**src/hdl/tsjf_pkg.sv**
```systemverilog
`default_nettype none

package tsjf_pkg;

   localparam int COORD_BITS = 16;
   localparam int MOVE_BITS  = COORD_BITS + 1;
   localparam int CFG_BITS   = 16;
   localparam int CMP_BITS   = (MOVE_BITS > CFG_BITS) ? MOVE_BITS : CFG_BITS;

   localparam int CSR_INDEX_BITS = 1;
   localparam int CSR_DATA_BITS  = CFG_BITS;

   localparam logic [CSR_INDEX_BITS-1:0] CSR_PRESSURE_THRESHOLD = 1'd0;
   localparam logic [CSR_INDEX_BITS-1:0] CSR_JITTER_LIMIT       = 1'd1;

   localparam logic [CFG_BITS-1:0] PRESSURE_THRESHOLD_RESET = 16'd1;
   localparam logic [CFG_BITS-1:0] JITTER_LIMIT_RESET       = 16'd3;

   typedef logic signed [COORD_BITS-1:0] coord_type;
   typedef logic signed [MOVE_BITS-1:0]  move_type;

   typedef struct packed {
      coord_type x;
      coord_type y;
      logic      is_pressed;
   } point_type;

   typedef struct packed {
      coord_type        x;
      coord_type        y;
      logic [CFG_BITS-1:0] pressure;
      logic             batch_end;
   } sample_type;

   typedef struct packed {
      coord_type pos;
      move_type  move;
   } axis_type;

endpackage

`default_nettype wire

```
**src/hdl/touch_sample_jitter_filter_core.sv**
```systemverilog
// Flow: a request transfer loads the input register; the filter logic then writes
// its result into the result register, which drives the outputs.
// Throughput: one sample per cycle; a stalled result holds back the input
// register only, and new samples wait while it is held.
// Reset: synchronous, active high; clears the reported point, pressed flag and
// last moves, empties both registers and restores threshold 1 and jitter limit 3.
`default_nettype none

module touch_sample_jitter_filter_core
   import tsjf_pkg::*;
(
   input  wire                       clock,
   input  wire                       reset,

   input  wire                       req_valid,
   output logic                      req_stall,
   input  wire  [COORD_BITS-1:0]     req_sample_x,
   input  wire  [COORD_BITS-1:0]     req_sample_y,
   input  wire  [CFG_BITS-1:0]       req_pressure,
   input  wire                       req_batch_end,

   output logic                      rsp_valid,
   input  wire                       rsp_stall,
   output logic [COORD_BITS-1:0]     rsp_point_x,
   output logic [COORD_BITS-1:0]     rsp_point_y,
   output logic                      rsp_is_pressed,

   input  wire                       csr_valid,
   output logic                      csr_ready,
   input  wire  [CSR_INDEX_BITS-1:0] csr_index,
   input  wire  [CSR_DATA_BITS-1:0]  csr_data
);

   logic [CFG_BITS-1:0] threshold_ff;
   logic [CFG_BITS-1:0] jitter_ff;

   logic       in_valid_ff, in_valid_in;
   sample_type in_ff, in_in;

   logic       out_valid_ff, out_valid_in;
   point_type  out_ff, out_in;

   coord_type  rep_x_ff, rep_x_in;
   coord_type  rep_y_ff, rep_y_in;
   logic       rep_pressed_ff, rep_pressed_in;
   move_type   move_x_ff, move_x_in;
   move_type   move_y_ff, move_y_in;

   logic       advance;
   logic       pressed;
   logic       handle;
   logic       emit;
   axis_type   fx, fy;

   // Cancel a reversed move on one axis whose magnitude is below the jitter limit.
   function automatic axis_type filter_axis(coord_type pos, coord_type prev,
                                            move_type last_move,
                                            logic [CFG_BITS-1:0] limit);
      axis_type             r;
      move_type             d;
      logic [MOVE_BITS-1:0] m;
      logic                 opposite;
      d = MOVE_BITS'(pos) - MOVE_BITS'(prev);
      m = d[MOVE_BITS-1] ? MOVE_BITS'(-d) : MOVE_BITS'(d);
      opposite = (d[MOVE_BITS-1] && !last_move[MOVE_BITS-1] && (last_move != '0))
              || (!d[MOVE_BITS-1] && (d != '0) && last_move[MOVE_BITS-1]);
      if (opposite && (CMP_BITS'(m) < CMP_BITS'(limit))) begin
         r.pos  = prev;
         r.move = '0;
      end else begin
         r.pos  = pos;
         r.move = d;
      end
      return r;
   endfunction

   assign csr_ready = 1'b1;

   always_ff @(posedge clock) begin
      if (reset) begin
         threshold_ff <= PRESSURE_THRESHOLD_RESET;
         jitter_ff    <= JITTER_LIMIT_RESET;
      end else if (csr_valid && csr_ready) begin
         case (csr_index)
            CSR_PRESSURE_THRESHOLD: threshold_ff <= csr_data;
            CSR_JITTER_LIMIT:       jitter_ff    <= csr_data;
            default: ;
         endcase
      end
   end

   // The result register frees up when empty or when its transfer completes.
   assign advance   = in_valid_ff && (!out_valid_ff || !rsp_stall);
   assign req_stall = in_valid_ff && !advance;

   always_comb begin
      in_valid_in = in_valid_ff;
      in_in       = in_ff;
      if (!req_stall) begin
         in_valid_in = req_valid;
         in_in.x         = coord_type'(req_sample_x);
         in_in.y         = coord_type'(req_sample_y);
         in_in.pressure  = req_pressure;
         in_in.batch_end = req_batch_end;
      end
   end

   always_comb begin
      pressed = in_ff.pressure >= threshold_ff;
      handle  = (pressed != rep_pressed_ff) || in_ff.batch_end;
      fx      = filter_axis(in_ff.x, rep_x_ff, move_x_ff, jitter_ff);
      fy      = filter_axis(in_ff.y, rep_y_ff, move_y_ff, jitter_ff);
      emit    = advance && handle
             && ((pressed != rep_pressed_ff) || (fx.move != '0) || (fy.move != '0));

      rep_x_in       = rep_x_ff;
      rep_y_in       = rep_y_ff;
      rep_pressed_in = rep_pressed_ff;
      move_x_in      = move_x_ff;
      move_y_in      = move_y_ff;
      if (emit) begin
         rep_x_in       = fx.pos;
         rep_y_in       = fy.pos;
         rep_pressed_in = pressed;
         if (fx.move != '0) begin
            move_x_in = fx.move;
         end
         if (fy.move != '0) begin
            move_y_in = fy.move;
         end
      end

      out_valid_in = out_valid_ff && rsp_stall;
      out_in       = out_ff;
      if (advance) begin
         out_valid_in = emit;
         out_in.x          = fx.pos;
         out_in.y          = fy.pos;
         out_in.is_pressed = pressed;
      end
   end

   always_ff @(posedge clock) begin
      if (reset) begin
         in_valid_ff    <= 1'b0;
         out_valid_ff   <= 1'b0;
         rep_x_ff       <= '0;
         rep_y_ff       <= '0;
         rep_pressed_ff <= 1'b0;
         move_x_ff      <= '0;
         move_y_ff      <= '0;
      end else begin
         in_valid_ff    <= in_valid_in;
         out_valid_ff   <= out_valid_in;
         rep_x_ff       <= rep_x_in;
         rep_y_ff       <= rep_y_in;
         rep_pressed_ff <= rep_pressed_in;
         move_x_ff      <= move_x_in;
         move_y_ff      <= move_y_in;
      end
   end

   always_ff @(posedge clock) begin
      in_ff  <= in_in;
      out_ff <= out_in;
   end

   assign rsp_valid      = out_valid_ff;
   assign rsp_point_x    = out_ff.x;
   assign rsp_point_y    = out_ff.y;
   assign rsp_is_pressed = out_ff.is_pressed;

endmodule

`default_nettype wire

```
**config.mk**
```make
export PLATFORM = sky130hd
export DESIGN_NAME = touch_sample_jitter_filter_core
export DESIGN_NICKNAME = d
export VERILOG_FILES = /design/src/hdl/tsjf_pkg.sv /design/src/hdl/touch_sample_jitter_filter_core.sv
export SDC_FILE = /design/constraint.sdc
export NUM_CORES = 1
export LEC_CHECK = 0
export BUFFER_PORTS_ARGS = -buffer_cell sky130_fd_sc_hd__buf_2
export CORE_ASPECT_RATIO = 1.1
export CORE_UTILIZATION = 50
export DETAILED_ROUTE_END_ITERATION = 7
export PLACE_DENSITY = 0.69
export SYNTH_ARGS = -nofsm -noshare
export SYNTH_HDL_FRONTEND = slang
export SYNTH_SLANG_ARGS = --single-unit
```
**constraint.sdc**
```tcl
create_clock -name clock -period 9.3 [get_ports clock]
set_input_delay 0.465 -clock clock [delete_from_list [all_inputs] [get_ports clock]]
set_output_delay 0.465 -clock clock [all_outputs]
set_load 0.01 [all_outputs]
```
---- Word-level counts from Yosys, hierarchy flattened ----
Index checks and enable logic that the tools add are counted.
operators by class
  bitwise operators ....................... 1
  reductions and logical operators ........ 38
  muxes and demuxes ....................... 5
  equal/unequal tests ..................... 1
  $lt $le $gt $ge ......................... 3
  $add $sub $neg .......................... 4
operators by type and width
  operator            count
  $reduce_bool 17->1  6
  $mux 33             2
  $lt 17x16->1        2
  $mux 17             2
  $neg 17->17         2
  $sub 16x16->17      2
  $ge 16x16->1        1
  $logic_and 1x1->1   15
  $reduce_and 2->1    4
  $logic_not 1->1     7
  $logic_or 1x1->1    6
  $mux 1              1
  $ne 1x1->1          1
  $not 1->1           1
storage, ports and cells
  register bits after elaboration ......... 183

---- Logic depth before layout (Yosys ltp) ----
  depth in word-level cells ............... 12
  gate-level depth with buffers ........... 27
  depth with buffers taken out ............ 24

---- Worst setup path before layout ----
No wires, ideal clock.
  path type ............................... register to register
  start ................................... register in_ff[17] in the netlist's numbering
  end ..................................... register out_valid_ff (netlist: rsp_valid)
  slack ................................... 4078 ps
  arrival ................................. 5107 ps
  stages on the path, launching flop included .. 24
  library setup time ...................... 115 ps
  path through ............................ edfxtp_1 inv_1 ha_1 inv_1 fa_1 a211oi_2 o21a_2 nand2_1 a221oi_1 xor2_1 nand2_2 or4_4 o31a_1 xor2_1 ha_1 a2111oi_0 a21oi_1 nor3_1 o31a_1 o21ai_1 a31o_1 buf_4 buf_6 o21ba_1
on the way
  cells in the longest elaborated chain, start to end .. 11
  elaborated cells on any way between the ends .. 17
  those cells by class .................... add/sub (2); order compare (1); mux (3); reduce/logical (11)
ends and longest elaborated chain
  item                                                 line                                    RTL
  start: declaration                                   touch_sample_jitter_filter_core.sv:38   sample_type in_ff, in_in;
  start signal: assignment                             touch_sample_jitter_filter_core.sv:164  in_ff <= in_in;
  $sub 16x16->17 *                                     touch_sample_jitter_filter_core.sv:63   d = MOVE_BITS'(pos) - MOVE_BITS'(prev);
  branches (longest 5 deep; another with $neg 17->17)  --
  $mux 33 *                                            touch_sample_jitter_filter_core.sv:67   if (opposite && (CMP_BITS'(m) < CMP_BITS'(limit))) begin
  $reduce_bool 17->1 *                                 touch_sample_jitter_filter_core.sv:114  && ((pressed != rep_pressed_ff) || (fx.move != '0) || (fy.move != '0));
  $logic_or 1x1->1 *                                   touch_sample_jitter_filter_core.sv:114
  $logic_and 1x1->1 *                                  touch_sample_jitter_filter_core.sv:114
  $mux 1 *                                             touch_sample_jitter_filter_core.sv:135  if (advance) begin
  end signal: assignment                               touch_sample_jitter_filter_core.sv:154  out_valid_ff <= out_valid_in;
  end: declaration                                     touch_sample_jitter_filter_core.sv:40   logic out_valid_ff, out_valid_in;
Every way passes the cells marked *.
A chain may end at the register's enable or synchronous reset.

---- Worst setup path in the final report ----
  start ................................... register in_ff[33] in the netlist's numbering
  end ..................................... register rep_x_ff[9]
on the way
  cells in the longest elaborated chain, start to end .. 11
  elaborated cells on any way between the ends .. 17
  those cells by class .................... add/sub (2); order compare (1); mux (2); reduce/logical (12)
ends and longest elaborated chain
  item                                                 line                                    RTL
  $sub 16x16->17 *                                     touch_sample_jitter_filter_core.sv:63
  branches (longest 5 deep; another with $neg 17->17)  --
  $mux 33 *                                            touch_sample_jitter_filter_core.sv:67
  $reduce_bool 17->1                                   touch_sample_jitter_filter_core.sv:114
  $logic_or 1x1->1 (2 in series)                       touch_sample_jitter_filter_core.sv:114
  $logic_and 1x1->1                                    touch_sample_jitter_filter_core.sv:114
  end signal: assignment                               touch_sample_jitter_filter_core.sv:155  rep_x_ff <= rep_x_in;
  end: declaration                                     touch_sample_jitter_filter_core.sv:43   coord_type rep_x_ff, rep_x_in;
Marks and branches as above.

==> summary.txt <==
status: finished clean
final wirelength: 23,000 um
Max Clock Freq: 0.163 GHz
Antenna Cells: 0
Max-Cap Viols: 0
Crit. End Element: flop
Post-DP HPWL: 16,700 um
H-tree depth: 4
Clk Latency, worst-skew pair: 0.45 ns
Post-Syn Area: 10,500 sq um
Starting Density: 51.1%
die area: 21,700 sq um
NetSw: 929 uW
post-route setup slack: 3.18 ns
post-synthesis mux area share: 7.64%
CP Max Fanout: 32
fin cells: 1,452
Period minus WS final: 6.12 ns
initial detailed-routing violation count: 513
pin count of the biggest net entering global routing: 85
max-slew violations: 0
Synth warnings: 0
Max clock buf depth: 2
Final Skew: 0.0131 ns
PortBufs: 105
nets@finish: 1,336
setup_tns: 0 ns
library cells used by synthesis: 73
commonest cells after routing, fill and taps aside: 110 x nand2_1, 104 x buf_2, 101 x dfxtp_1
initial antenna violation count: 0
largest family of logic cells by synthesized area: simple AND/OR/NAND/NOR gates
final setup fails: 0
dpl cells: 1,420
grt total ovfl: 0
critical path arrival: 6.43 ns
DIE WIDTH: 140 um
Syn Nets: 1,249
Slew @ Worst Pin: 1.06 ns
Die Span Y: 154 um
synth top area cells: edfxtp_1 23%, dfxtp_1 19%, ha_1 9.5%
sequential fraction of design power: 36.7%
I/O Pins: 107
Pre-antenna DRT Iters: 5
Hold Crit Class: input pin to flop
Peak supply drop: 0.152 mV
Fillers: 1,853
Hold Vio Cnt, Final: 0
post-synthesis adder-cell area fraction: 9.88%
Routed Antenna Nets: 0
pre-CTS setup slack: 3.19 ns
Post-synth EDFFs: 82
total track usage: 22.0%
clock share of power: 28.3%
Pwr Density: 222 nW/um^2
combinational power share: 34.9%
leak pwr: 0.00469 uW
Compound-Gate Fraction of Synth Area: 14.4%
WP data required: 9.61 ns
core area: 20,600 sq um
clock-pin slew on the worst setup and hold paths: 0.08 ns
post-synthesis xor/xnor area fraction: 4.40%
WS Path Type: flop to flop
Post-Syn Instances: 1,096
root buffer cell: clkbuf_16
worst relative slew slack: 29.3%
Clock Sink Count: 183
Rows: 55
dominant synthesized flop cell: dfxtp_1
CP startpoint kind: flop
CTS tree: yes
Seq/Total Area, Yosys: 42.5%
DRC Markers: 0
Yosys reg bits: 183
cts repair resizes: 0
switching part of the total: 35.4%
crit share post-route: 65.8%
P&R area growth vs syn: 12.3%
Simple-Gate Fraction of Synth Area: 15.8%
Avg Vias per Cell: 5.51
fraction of layout cells with a size suffix above 1: 15.0%
WL/cell: 15.8 um
routability congestion estimate: 0.916
first-pass GRT wire length: 37,600 um
final hold slack: 0.183 ns
most common cell after layout, fill and taps aside: nand2_1
top cell type's share of synthesized area: 23.4%
cts bufs inserted: 17
vias: 8,002
post-synth top area cell: edfxtp_1
RSZ-0062 raised after global routing: no
async set or reset register ratio after synthesis: 0%
vias in the first global route: 7,757
Power Internal: 1700 uW
CTS Hold Buffers Added: 0
# Post-CTS Setup Buffers: 0
mean area per synthesized cell: 9.62 sq um
-- final timing paths --
check	startpoint	slack (ns)	cells past startpoint	end
max	in_ff[33]	3.18	25	rep_x_ff[9]
min	req_sample_y[10]	0.18	1	in_ff[27]
min reg2reg	threshold_ff[1]	0.46	2	threshold_ff[1]
max reg2reg	in_ff[33]	3.18	25	rep_x_ff[9]
-- layout make-up --
class / count / area [sq um] / share of cell area (%)
well taps: 256 / 320 / 2.71
multi-input cells: 781 / 5510 / 46.5
flip-flops and latches: 183 / 4480 / 37.9
clock buffers: 17 / 425 / 3.59
repair buffers: 112 / 581 / 4.90
inverters: 88 / 330 / 2.79
clock inverters: 15 / 189 / 1.60
-- per-layer routing --
metal,vias to the layer above,track usage [%],part of all wire [%]
met5,-,0,0
met3,36,3.72,2.9
met4,0,7.38,1.8
met2,152,40.0,52
met1,3788,26.1,44
li1,4026,-,-
-- worst max-delay path, stage by stage (launching register included) --
cell and delay, ns:
edfxtp_1 0.35, inv_1 0.05, ha_1 0.21, fa_1 0.42, nor2b_1 0.19, o21a_1 0.27
nor2_1 0.08, o311ai_0 0.75, nor3b_1 0.21, and2_1 0.22, a21oi_1 0.16, xor2_1 0.18
ha_1 0.27, a21o_1 0.17, a21o_1 0.17, a21oi_1 0.20, o2111ai_1 0.15, a221o_1 0.32
a21oi_1 0.17, o211ai_2 0.09, buf_4 0.24, o31ai_1 0.12, o21ai_1 0.11, a31o_2 0.40
buf_4 0.33, mux2i_1 0.18
-- power by group through the flow --
stage / clock network (uW) / registers [uW] / logic (uW)
after floorplan: 0 / 981 / 697
after global placement: 0 / 982 / 895
after detailed placement: 0 / 983 / 909
after CTS: 759 / 965 / 917
after global routing: 785 / 973 / 1030
final: 744 / 965 / 918
-- flip-flops by register name, indices dropped and copies added, names as in the netlist --
register / count
jitter_ff: 16
rep_x_ff: 16
rsp_point_x: 16
rep_y_ff: 16
move_y_ff: 17
rsp_is_pressed: 1
rsp_point_y: 16
rsp_valid: 1
threshold_ff: 16
rep_pressed_ff: 1
in_valid_ff: 1
move_x_ff: 17
in_ff: 49
-- cell usage after synthesis (all sizes together) (12+ instances only) --
library cell / n
a211oi: 17
a21o: 15
a21oi: 79
buf: 12
clkbuf: 32
dfxtp: 101
edfxtp: 82
ha: 80
inv: 88
mux2: 20
mux2i: 58
nand2: 112
nand2b: 65
nor2: 76
o21a: 14
o21ai: 49
xnor2: 34
xor2: 19
-- per-stage QoR --
| stage | util, % | power, uW | area [sq um] |
|---|---|---|---|
| 2_1_floorplan | - | 1680 | 10500 |
| 3_3_place_gp | 54.4 | 1880 | 11200 |
| 3_5_place_dp | 54.4 | 1890 | 11200 |
| 4_1_cts | 57.3 | 2640 | 11800 |
| 5_1_grt | 57.3 | 2790 | 11800 |
| 6_report | 57.3 | 2630 | 11800 |
-- cells by family after synthesis --
| kind of cell | after synthesis |
|---|---|
| xor+xnor | 53 |
| simple gates | 335 |
| fa+ha+maj | 82 |
| other cells | 1 |
| buf+inv | 132 |
| mux | 78 |
| compound gates | 232 |
| flops | 183 |
No activity file was read; power rests on OpenSTA's default activity.
